[src/sv/mtcs_pkg.sv]
// shared types and constants of the multiplexed timer scheduler
package mtcs_pkg;

  typedef enum logic [2:0] {
    MODE_ALLOC   = 3'd0,
    MODE_FREE    = 3'd1,
    MODE_START   = 3'd2,
    MODE_STOP    = 3'd3,
    MODE_QUERY   = 3'd4,
    MODE_ELAPSED = 3'd5
  } mode_e;

  typedef enum logic [2:0] {
    ST_OK          = 3'd0,
    ST_ALL_USED    = 3'd1,
    ST_ILLEGAL_ID  = 3'd2,
    ST_NOT_ALLOC   = 3'd3,
    ST_NOT_RUNNING = 3'd4
  } status_e;

  typedef enum logic [1:0] {
    CFG_CLOCK_HZ   = 2'd0,
    CFG_PRESCALE   = 2'd1,
    CFG_TICK_ADJ   = 2'd2,
    CFG_MAX_CMP    = 2'd3
  } cfg_idx_e;

  typedef enum logic [4:0] {
    S_IDLE,
    S_DISP,
    S_TU_DIV,
    S_M2T,
    S_M2T_DIV,
    S_ST_MUL,
    S_ST_WR,
    S_ADV_RD,
    S_ADV_S1,
    S_ADV_S2,
    S_RESCHED,
    S_Q_SUB,
    S_Q_MUL0,
    S_Q_MUL1,
    S_Q_ADD,
    S_Q_DIV,
    S_FIRE0,
    S_SCAN_RD,
    S_SCAN_CMP,
    S_FINAL
  } state_e;

  localparam int MsPerSec   = 1000;
  localparam int HalfMs     = 500;
  localparam int UsPerSec   = 1000000;

  localparam logic [19:0] ClockHzRst  = 20'd32768;
  localparam logic [15:0] PrescaleRst = 16'd1;
  localparam logic [31:0] MaxCmpRst   = 32'd16777115;

  typedef struct packed {
    logic [2:0]  status;
    logic [3:0]  slot;
    logic        fired;
    logic        is_running;
    logic [31:0] remaining_ms;
    logic [31:0] next_interval;
    logic        schedule_active;
    logic        last;
  } result_t;

endpackage

[src/sv/mtcs_div.sv]
// radix-2 restoring divider, 64-bit dividend by 32-bit divisor
module mtcs_div import mtcs_pkg::*; (
  input  logic        clk_i,
  input  logic        rst_ni,
  input  logic        start_i,
  input  logic [63:0] dividend_i,
  input  logic [31:0] divisor_i,
  output logic        done_o,
  output logic [63:0] quotient_o
);

  logic        busy_q, busy_d;
  logic        done_q, done_d;
  logic [5:0]  cnt_q, cnt_d;
  logic [31:0] rem_q, rem_d;
  logic [63:0] quo_q, quo_d;
  logic [31:0] dvs_q, dvs_d;
  logic [32:0] trial;
  logic        ge;

  assign trial = {rem_q, quo_q[63]};
  assign ge    = (trial >= {1'b0, dvs_q});

  always_comb begin
    busy_d = busy_q;
    done_d = 1'b0;
    cnt_d  = cnt_q;
    rem_d  = rem_q;
    quo_d  = quo_q;
    dvs_d  = dvs_q;
    if (start_i) begin
      busy_d = 1'b1;
      cnt_d  = '0;
      rem_d  = '0;
      quo_d  = dividend_i;
      dvs_d  = divisor_i;
    end else if (busy_q) begin
      rem_d = ge ? 32'(trial - {1'b0, dvs_q}) : trial[31:0];
      quo_d = {quo_q[62:0], ge};
      cnt_d = cnt_q + 6'd1;
      if (cnt_q == 6'd63) begin
        busy_d = 1'b0;
        done_d = 1'b1;
      end
    end
  end

  always_ff @(posedge clk_i or negedge rst_ni) begin
    if (!rst_ni) begin
      busy_q <= 1'b0;
      done_q <= 1'b0;
      cnt_q  <= '0;
    end else begin
      busy_q <= busy_d;
      done_q <= done_d;
      cnt_q  <= cnt_d;
    end
  end

  always_ff @(posedge clk_i) begin
    rem_q <= rem_d;
    quo_q <= quo_d;
    dvs_q <= dvs_d;
  end

  assign done_o     = done_q;
  assign quotient_o = quo_q;

endmodule

[config.mk]
export PLATFORM = sky130hd
export DESIGN_NAME = mtcs_div
export DESIGN_NICKNAME = d
export VERILOG_FILES = /design/src/sv/mtcs_pkg.sv /design/src/sv/mtcs_div.sv
export SDC_FILE = /design/constraint.sdc
export NUM_CORES = 1
export LEC_CHECK = 0
export ABC_AREA = 1
export BUFFER_PORTS_ARGS = -buffer_cell sky130_fd_sc_hd__buf_2
export CAP_MARGIN = 20
export CORE_UTILIZATION = 35
export DETAILED_ROUTE_END_ITERATION = 8
export RECOVER_POWER = 100
export REMOVE_ABC_BUFFERS = 1
export SYNTH_ARGS = -nofsm -noshare
export SYNTH_HDL_FRONTEND = slang
export SYNTH_SLANG_ARGS = --single-unit
[constraint.sdc]
create_clock -name clk_i -period 3.7 [get_ports clk_i]
set_input_delay 0.555 -clock clk_i [delete_from_list [all_inputs] [get_ports clk_i]]
set_output_delay 0.555 -clock clk_i [all_outputs]
set_load 0.02 [all_outputs]
==> results.py, run 1 <==
metrics = {
    "run_status": {
        "outcome": "finished with violations",
        "violations": "capacitance limit, slew limit",
    },
    "routing": {
        "wire_per_inst_um": 14.2,
        "drc": 0,
        "dr_total_vias": 7422,
        "ant_nets": 0,
        "drt-initial-drc-count": 402,
        "routed_wirelength_um": 22900,
        "viasPerCell": 4.59,
        "drt_pass1_iterations": 4,
    },
    "clock_tree": {
        "cts_sinks": 136,
        "clk_path_buf_depth": 2,
        "cts_tree": "yes",
        "clk_latency_ns": 0.43,
        "root_buffer": "clkbuf_16",
        "cts_made_buffers": 17,
        "htree_levels": 4,
        "path_clk_slew_ns": 0.07,
    },
    "global_routing": {
        "grt_max_degree": 51,
        "grt_pass1_vias": 7231,
        "grt_pass1_wl_um": 37400,
        "grt-ovfl-total": 0,
        "antenna_found_initial": 0,
        "grtUsageTotal_pct": 19.9,
    },
    "timing": {
        "worstMarginPinSlew_ns": 1.87,
        "finalSetupViolations": 0,
        "fin_worst_skew_ns": 0.0152,
        "max_freq_mhz": 336,
        "maxSlewHeadroom_pct": -24.8,
        "min_period_ns": 2.98,
        "holdWs_ns": 0.296,
        "rsz0062_at_grt": "false",
        "setup_ws_ns": 0.721,
        "hold_viol_final": 0,
        "setup_tns_ns": 0,
        "drv_slew": 43,
        "min_period_over_period_pct": 80.5,
    },
    "cells_and_area": {
        "antenna_cells": 0,
        "layout-drive-gt1-share_pct": 11.7,
        "area_growth_pct": 18.9,
        "nets": 1424,
    },
    "pwr": {
        "p_leak_nw": 5.14,
        "peakVddDrop_mv": 0.283,
        "powerDensity_nw_per_um2": 610,
    },
    "floorplan": {
        "rows": 55,
        "dieArea_um2": 24300,
        "num_io_pins": 164,
        "core_area_um2": 22900,
        "die_y_um": 156,
        "initial_core_util_pct": 36.1,
        "die_w_um": 156,
    },
    "logic_synthesis": {
        "synth.avg_cell_area_um2": 7.33,
        "synth_warnings": 0,
        "yosysSeqAreaShare_pct": 45.0,
        "synth_area_um2": 8280,
        "yosys-top-cells-area": "edfxtp_1, nand2_1, inv_1",
        "ys_ff_latch": 136,
        "yosysUniqueCellTypes": 40,
        "synth_top_area_share_pct": 34.8,
        "syn_inst": 1130,
        "synth_ff_type": "edfxtp_1",
        "synth_common_cells": "nand2_1, inv_1, edfxtp_1, nand3_1, nor2_1",
        "async_flop_share_pct": 5.88,
        "synth_edf_count": 96,
        "yosysMostFrequentCell": "nand2_1",
        "yosysTopAreaCell": "edfxtp_1",
    },
    "place": {
        "port_buffers": 163,
        "place_ws_ns": 1.12,
        "place_congestion": 0.923,
        "post-dp-hpwl_um": 17300,
    },
    "min_path": {
        "hold_path.class": "in -> reg",
    },
    "flow_run": {
        "cap_violations": 1,
    },
    "setup_path": {
        "required_ns": 4.03,
        "crit_arrival_ns": 3.31,
        "cp-start-kind": "register",
        "worstSetupEndpointType": "register",
        "critPathKind": "reg -> reg",
        "cp_max_fo": 34,
    },
}
-- layer usage --
metal / GRT usage [%] / part of all wire, %
met5: 0 / 0
met4: 5.51 / 1.4
met3: 6.17 / 6.5
met2: 32.4 / 47
met1: 25.5 / 45
-- sequential cells by signal (all words and copies together), names as in the netlist --
register	count
busy_q	1
done_o	1
cnt_q	6
dvs_q	32
quotient_o	64
rem_q	32
-- cells by family (layout without fill, tap and decap cells) --
kind of cell	after synthesis	count (layout)	synth area share, %
buffers and inverters	216	390	10.5
xor gates and xnor gates	14	14	1.48
AOI/OAI and AO/OA	48	48	3.16
adders and majority gates	34	34	5.23
and+or+nand+nor	682	682	34.7
DFF	136	136	45.0
-- critical path: stages, from the launching register on --
cell and delay, ns:
edfxtp_1 0.36, inv_1 0.08, ha_1 0.29, nand2_1 0.20, clkinv_1 0.08, nand2_1 0.08, nand2_1 0.07, nand2_1 0.08
nand2_1 0.08, nand2_1 0.07, nand2_1 0.07, nor2_4 0.75, nand2_8 0.29, nand2_1 0.15, nand3_1 0.07, o21ai_0 0.13
-- cell type report --
class,count,area (µm²)
tap,313,392
timing repair buffer,171,793
multi-input combinational,778,3680
fill,2411,13100
sequential,136,3720
clock inverter,14,130
clock buffer,18,429
inverter,187,702
-- path summary, 6_finish.rpt --
path / cells past startpoint / slack, ns / endpoint / from
worst min-delay path: 1 / 0.30 / dvs_q[22] / divisor_i[22]
worst min register to register: 2 / 0.47 / rem_q[14] / rem_q[14]
worst max-delay path: 15 / 0.72 / rem_q[5] / dvs_q[19]
max in group asynchronous: 2 / 2.79 / cnt_q[3] / rst_ni
worst max register to register: 15 / 0.72 / rem_q[5] / dvs_q[19]
min in group asynchronous: 2 / 0.58 / cnt_q[5] / rst_ni
-- layout by cell type (no fill, tap or decap), types with 4 or more instances in the layout --
master,count
clkinv_1,5
ha_1,33
a21oi_1,23
nand3_1,79
inv_8,5
edfxtp_1,96
buf_2,94
nor2_2,6
clkbuf_16,17
dfxtp_1,32
dfrtp_1,8
xnor2_1,13
o21ai_0,17
clkbuf_1,73
nand4_1,9
clkinvlp_4,4
inv_6,4
inv_1,180
nor2_1,43
nand3b_1,15
nor2_4,4
nand2_1,507
nand2_2,6
-- report_power, final --
part	total (mW)	switching, mW	internal, mW
logic	2.35	1.54	0.811
clock network	1.66	0.772	0.889
registers	2.00	0.134	1.87
total	6.01	2.44	3.57
-- metrics by stage --
stage / utilization [%] / std cells / instance area [µm²] / total power, mW
6_report: 43.0 / 1617 / 9850 / 6.01
3_3_place_gp: 41.0 / 1584 / 9390 / 4.39
3_5_place_dp: 41.0 / 1584 / 9390 / 4.40
2_1_floorplan: - / 1101 / 8120 / 3.75
5_1_grt: 43.0 / 1617 / 9850 / 6.46
4_1_cts: 43.5 / 1617 / 9960 / 6.09
-- repair_timing --
action,4_1_cts,5_1_grt
endpoints found under the hold margin,8,0
gates resized for setup,0,0
hold buffers,1,0
setup buffers,0,0
(Power assumes the default switching activity.)
==> inputs of run 2 (changes only) <==
Clock period 3.7 ns to 2.4 ns, I/O delays scaled along.
==> run 2 against run 1 <==
Worst hold slack lost 0.19 ns. Critical path depth grew 2. Critical path type unchanged. Clock skew shrank 0.0027 ns. Utilization grew 1.2 points. Die area is the same. Cell area grew 2.8%. Clock-buffer cell count shrank 1. The run now ends clean. Sequential share of layout area shrank 1.0 points. Via count grew 1.4%. Clock power grew 67%. Setup slack lost 0.55 ns. Combinational power grew 66%.
==> results.py, run 2 (synthesized netlist as in run 1, its figures left out) <==
metrics = {
    "setup_path": {
        "regToRegSetupSlack_ns": 0.17,
        "cp_top_family": "simple AND/OR/NAND/NOR gates",
        "worstSetupEndpointType": "register",
        "timing.rr.end": "rem_q[30]",
        "slowest_delay_ns": 0.37,
        "crit_arrival_ns": 2.55,
        "crit_chain": "inv_1, ha_1, nand2_1, nand2_1, nand2_1, nand2_1, inv_1, nand3_2, nand2_2, nand2_2, nand2_4, buf_12, nand3_1, nand2_1, clkinv_1, nand2_1, nand2_1",
        "cp-start-kind": "register",
        "cpMaxStageDelayCell": "edfxtp_1",
        "cpMostUsedCell": "nand2_1",
        "reg2reg_depth": 17,
        "worstReg2RegStart": "dvs_q[6]",
        "cp_max_fo": 13,
        "required_ns": 2.72,
        "path_buf_inv": 4,
        "critPathKind": "reg -> reg",
        "cp.depth": 17,
    },
    "floorplan": {
        "core_area_um2": 22900,
        "dieArea_um2": 24300,
        "initial_core_util_pct": 36.1,
        "die_y_um": 156,
        "die_w_um": 156,
        "rows": 55,
        "num_io_pins": 164,
    },
    "pwr": {
        "peakVddDrop_mv": 0.578,
        "switchingPower_mw": 3.82,
        "powerDensity_nw_per_um2": 963,
        "p_leak_nw": 5.31,
        "switching_share_pct": 39.2,
        "p_total_mw": 9.75,
        "pwr-share-seq_pct": 31.7,
        "clockPowerShare_pct": 28.4,
        "pwr-share-comb_pct": 39.9,
        "p_int_mw": 5.93,
    },
    "cells_and_area": {
        "largest_reg_flops": 64,
        "antenna_cells": 0,
        "area_growth_pct": 22.3,
        "design_area_um2": 10100,
        "layout-drive-gt1-share_pct": 13.8,
        "nets": 1441,
        "multi_input_area_um2": 3710,
        "final_common_cell": "nand2_1",
        "fillerInstances": 2444,
        "seqCellArea_um2": 3720,
        "layout_common_cells": "nand2_1, inv_1, edfxtp_1",
    },
    "routing": {
        "drt-initial-drc-count": 393,
        "ant_nets": 0,
        "viasPerCell": 4.61,
        "drc": 0,
        "wire_per_inst_um": 14.0,
        "drt_pass1_iterations": 5,
        "routed_wirelength_um": 22900,
        "dr_total_vias": 7529,
    },
    "global_routing": {
        "grt_max_degree": 47,
        "grt_pass1_wl_um": 37100,
        "grt-ovfl-total": 0,
        "antenna_found_initial": 2,
        "grtUsageTotal_pct": 19.7,
        "grt_pass1_vias": 7335,
    },
    "clock_tree": {
        "clk_latency_ns": 0.43,
        "cts_tree": "yes",
        "path_clk_slew_ns": 0.07,
        "cts_made_buffers": 17,
        "htree_levels": 4,
        "clk_path_buf_depth": 2,
        "root_buffer": "clkbuf_16",
        "cts_sinks": 136,
    },
    "timing": {
        "holdWs_ns": 0.107,
        "hold_viol_final": 0,
        "setup_tns_ns": 0,
        "worstMarginPinSlew_ns": 1.00,
        "maxSlewHeadroom_pct": 33.3,
        "drv_slew": 0,
        "finalSetupViolations": 0,
        "fin_worst_skew_ns": 0.0124,
        "setup_ws_ns": 0.166,
        "min_period_ns": 2.23,
        "max_freq_mhz": 448,
        "min_period_over_period_pct": 93.1,
    },
    "run_status": {
        "outcome": "completed",
    },
    "min_path": {
        "hp-start": "divisor_i[13]",
        "hold_path_end": "dvs_q[13]",
        "hold_path.class": "in -> reg",
        "hold_depth": 1,
    },
    "place": {
        "place_congestion": 0.914,
        "place_ws_ns": 0.106,
        "port_buffers": 163,
        "post-dp-hpwl_um": 17100,
        "placed_area_um2": 9530,
    },
    "flow_run": {
        "cap_violations": 0,
    },
}
[run 2: cell count changes in the layout (fill, tap and decap cells not counted), sizes merged]
cell      previous run  this run
inv                191       192
buf                 98       113
clkinv               6         7
clkbuf              90        91
bufinv               0         2
clkinvlp             4         1
[run 2: what timing repair did]
action / in CTS / in global routing
endpoints found under the setup margin: 0 / 33
hold endpoints to repair: 8 / 0
setup buffers: 0 / 5
hold buffers: 1 / 0
resized for setup: 0 / 7
[run 2: power by group through the flow]
stage	logic, mW	clock network (mW)	registers (mW)
after detailed placement	3.78	0	3.12
after CTS	3.80	2.83	3.08
after floorplan	2.56	0	3.22
final	3.89	2.77	3.09
after global placement	3.77	0	3.12
after global routing	4.39	2.93	3.13
[run 2: through the flow]
step	std cells	util [%]
final	1634	44.2
after global placement	1595	41.6
after detailed placement	1595	41.6
after CTS	1628	44.3
after floorplan	1101	-
after global routing	1634	44.2
[run 2: how the worst max path moves through the flow]
stage / start / end / slack, ns
5_1_grt: dvs_q[3] / rem_q[30] / -0.003
3_3_place_gp: dvs_q[3] / rem_q[30] / 0.09
2_1_floorplan: busy_q / quotient_o[0] / -0.44
4_1_cts: dvs_q[8] / rem_q[30] / 0.08
6_report: dvs_q[6] / rem_q[30] / 0.17
3_5_place_dp: dvs_q[8] / rem_q[30] / 0.11
[run 2: cell type report]
type,instances,area share (%)
Tap cell,313,3.87
Inverter,187,6.93
Clock inverter,15,1.78
Timing Repair Buffer,188,9.78
Multi-Input combinational cell,778,36.7
Sequential cell,136,36.8
Clock buffer,17,4.20
[run 2: layer usage]
metal / global-route usage [%] / up-vias / part of all wire, %
li1: - / 3875 / -
met2: 32.8 / 206 / 47
met5: 0 / - / 0.10
met4: 5.28 / 4 / 1.0
met1: 25.0 / 3420 / 46
met3: 5.44 / 24 / 6.2
==> inputs of run 3 (changes only) <==
Settings changed: RECOVER_POWER 100 to not set, REMOVE_ABC_BUFFERS 1 to not set.
==> run 3 against run 2 <==
Sequential share of layout area down 0.063 points. First-iteration DRC count down 4.6%. Clock power down 9.4%. Worst hold slack worse by 0.0036 ns. Critical path type unchanged. Critical path depth decreased by 2. Sequential cell count did not move. Register-to-register slack improved by 0.05 ns. Combinational power fell by 2%. Die area did not move. Cell area up 0.17%.
==> results.py, run 3 (synthesized netlist as in run 1, its figures left out) <==
metrics = {
    "timing": {
        "maxSlewHeadroom_pct": 68.9,
        "min_period_ns": 2.18,
        "min_period_over_period_pct": 90.9,
        "finalSetupViolations": 0,
        "worstMarginPinSlew_ns": 0.466,
        "max_freq_mhz": 458,
        "hold_viol_final": 0,
        "holdWs_ns": 0.103,
        "fin_worst_skew_ns": 0.0156,
        "drv_slew": 0,
    },
    "floorplan": {
        "initial_core_util_pct": 36.1,
        "rows": 55,
        "dieArea_um2": 24300,
        "num_io_pins": 164,
        "die_w_um": 156,
        "core_area_um2": 22900,
        "die_y_um": 156,
    },
    "cells_and_area": {
        "final_util_pct": 44.3,
        "largest_reg_flops": 64,
        "seqCellArea_um2": 3720,
        "layout-drive-gt1-share_pct": 18.8,
        "design_area_um2": 10100,
        "antenna_cells": 0,
        "multi_input_area_um2": 3710,
        "final_common_cell": "nand2_1",
        "nets": 1435,
        "layout_common_cells": "nand2_1, inv_1, buf_2",
        "stdcell_count": 1628,
        "fillerInstances": 2386,
        "area_growth_pct": 22.5,
    },
    "clock_tree": {
        "cts_setup_buffers": 0,
        "cts_sinks": 136,
        "clk_path_buf_depth": 2,
        "cts_made_buffers": 17,
        "htree_levels": 4,
        "root_buffer": "clkbuf_16",
        "path_clk_slew_ns": 0.07,
        "clk_latency_ns": 0.43,
        "cts_tree": "yes",
    },
    "routing": {
        "drt-initial-drc-count": 375,
        "dr_total_vias": 7448,
        "routed_wirelength_um": 22400,
        "wire_per_inst_um": 13.7,
        "drt_pass1_iterations": 5,
        "drc": 0,
        "viasPerCell": 4.57,
        "ant_nets": 0,
    },
    "setup_path": {
        "required_ns": 2.76,
        "crit_arrival_ns": 2.54,
        "critPathKind": "reg -> reg",
        "worstSetupEndpointType": "register",
        "cp-start-kind": "register",
        "cp_max_fo": 32,
    },
    "global_routing": {
        "grt_max_degree": 70,
        "grt_pass1_vias": 7279,
        "grtUsageTotal_pct": 19.2,
        "grt-ovfl-total": 0,
        "busiest_layer": "met2",
        "met3_usage_pct": 4.92,
        "grt_pass1_wl_um": 36300,
        "use_met2_pct": 30.9,
        "gr-usage-met1_pct": 25.3,
        "antenna_found_initial": 0,
    },
    "place": {
        "post-dp-hpwl_um": 17200,
        "place_congestion": 0.944,
        "dpl.cell_count": 1595,
        "port_buffers": 163,
        "placed_area_um2": 9550,
    },
    "logic_synthesis": {
        "syn_nets": 1263,
    },
    "pwr": {
        "powerDensity_nw_per_um2": 927,
        "p_leak_nw": 5.46,
        "peakVddDrop_mv": 0.465,
    },
    "flow_run": {
        "cap_violations": 0,
    },
    "run_status": {
        "outcome": "completed",
    },
    "min_path": {
        "hold_path.class": "in -> reg",
    },
}
run 3: path summary, 6_finish.rpt:
path	from	endpoint	slack, ns	depth (start not counted)
min	divisor_i[10]	dvs_q[10]	0.10	1
min reg2reg	rem_q[16]	rem_q[16]	0.47	2
min in group asynchronous	rst_ni	done_o	0.32	2
max in group asynchronous	rst_ni	cnt_q[5]	1.92	2
max reg2reg	dvs_q[8]	rem_q[3]	0.22	15
max	dvs_q[8]	rem_q[3]	0.22	15
run 3: routing by layer:
| layer | vias up | part of all wire (%) |
|---|---|---|
| met5 | - | 0 |
| met4 | 0 | 1.3 |
| met3 | 20 | 6.8 |
| met2 | 213 | 45 |
| met1 | 3360 | 47 |
| li1 | 3855 | - |
run 3: layout make-up:
class / count / area share, %
clock buffers: 17 / 4.19
clock inverters: 15 / 1.31
inverters: 187 / 6.92
multi-input cells: 778 / 36.6
flip-flops and latches: 136 / 36.7
well taps: 313 / 3.86
repair buffers: 182 / 10.4
run 3: metrics by stage:
stage | power, mW | worst slack, ns | setup TNS, ns
after floorplan | 5.91 | 0.288 | 0
after global placement | 6.88 | 0.0740 | 0
after detailed placement | 6.90 | 0.0718 | 0
after CTS | 9.46 | 0.0539 | 0
after global routing | 10.1 | -0.0181 | -0.0181
final | 9.40 | 0.217 | 0
run 3: what timing repair did:
action / 4_1_cts / 5_1_grt
endpoints found under the hold margin: 8 / 0
resized for setup: 0 / 7
hold buffers: 1 / 0
setup endpoints to repair: 0 / 18
run 3: power by group:
group | internal (mW) | total (mW) | leakage [nW] | switching [mW]
combinational | 1.40 | 3.81 | 3.81 | 2.41
sequential | 2.88 | 3.08 | 1.39 | 0.203
clock | 1.36 | 2.51 | 0.264 | 1.16
run 3: worst max-delay path, stage by stage (launching register included):
cell and delay (ns):
edfxtp_1 0.38, inv_1 0.07, ha_1 0.26, nand2_1 0.15, inv_1 0.06, nand2_1 0.06, nand2_1 0.07, inv_1 0.07
nand3_2 0.10, nand2_1 0.09, nand2_1 0.11, nand2_4 0.20, nand2_8 0.19, nand2_1 0.11, nand3_1 0.06, o21ai_1 0.09
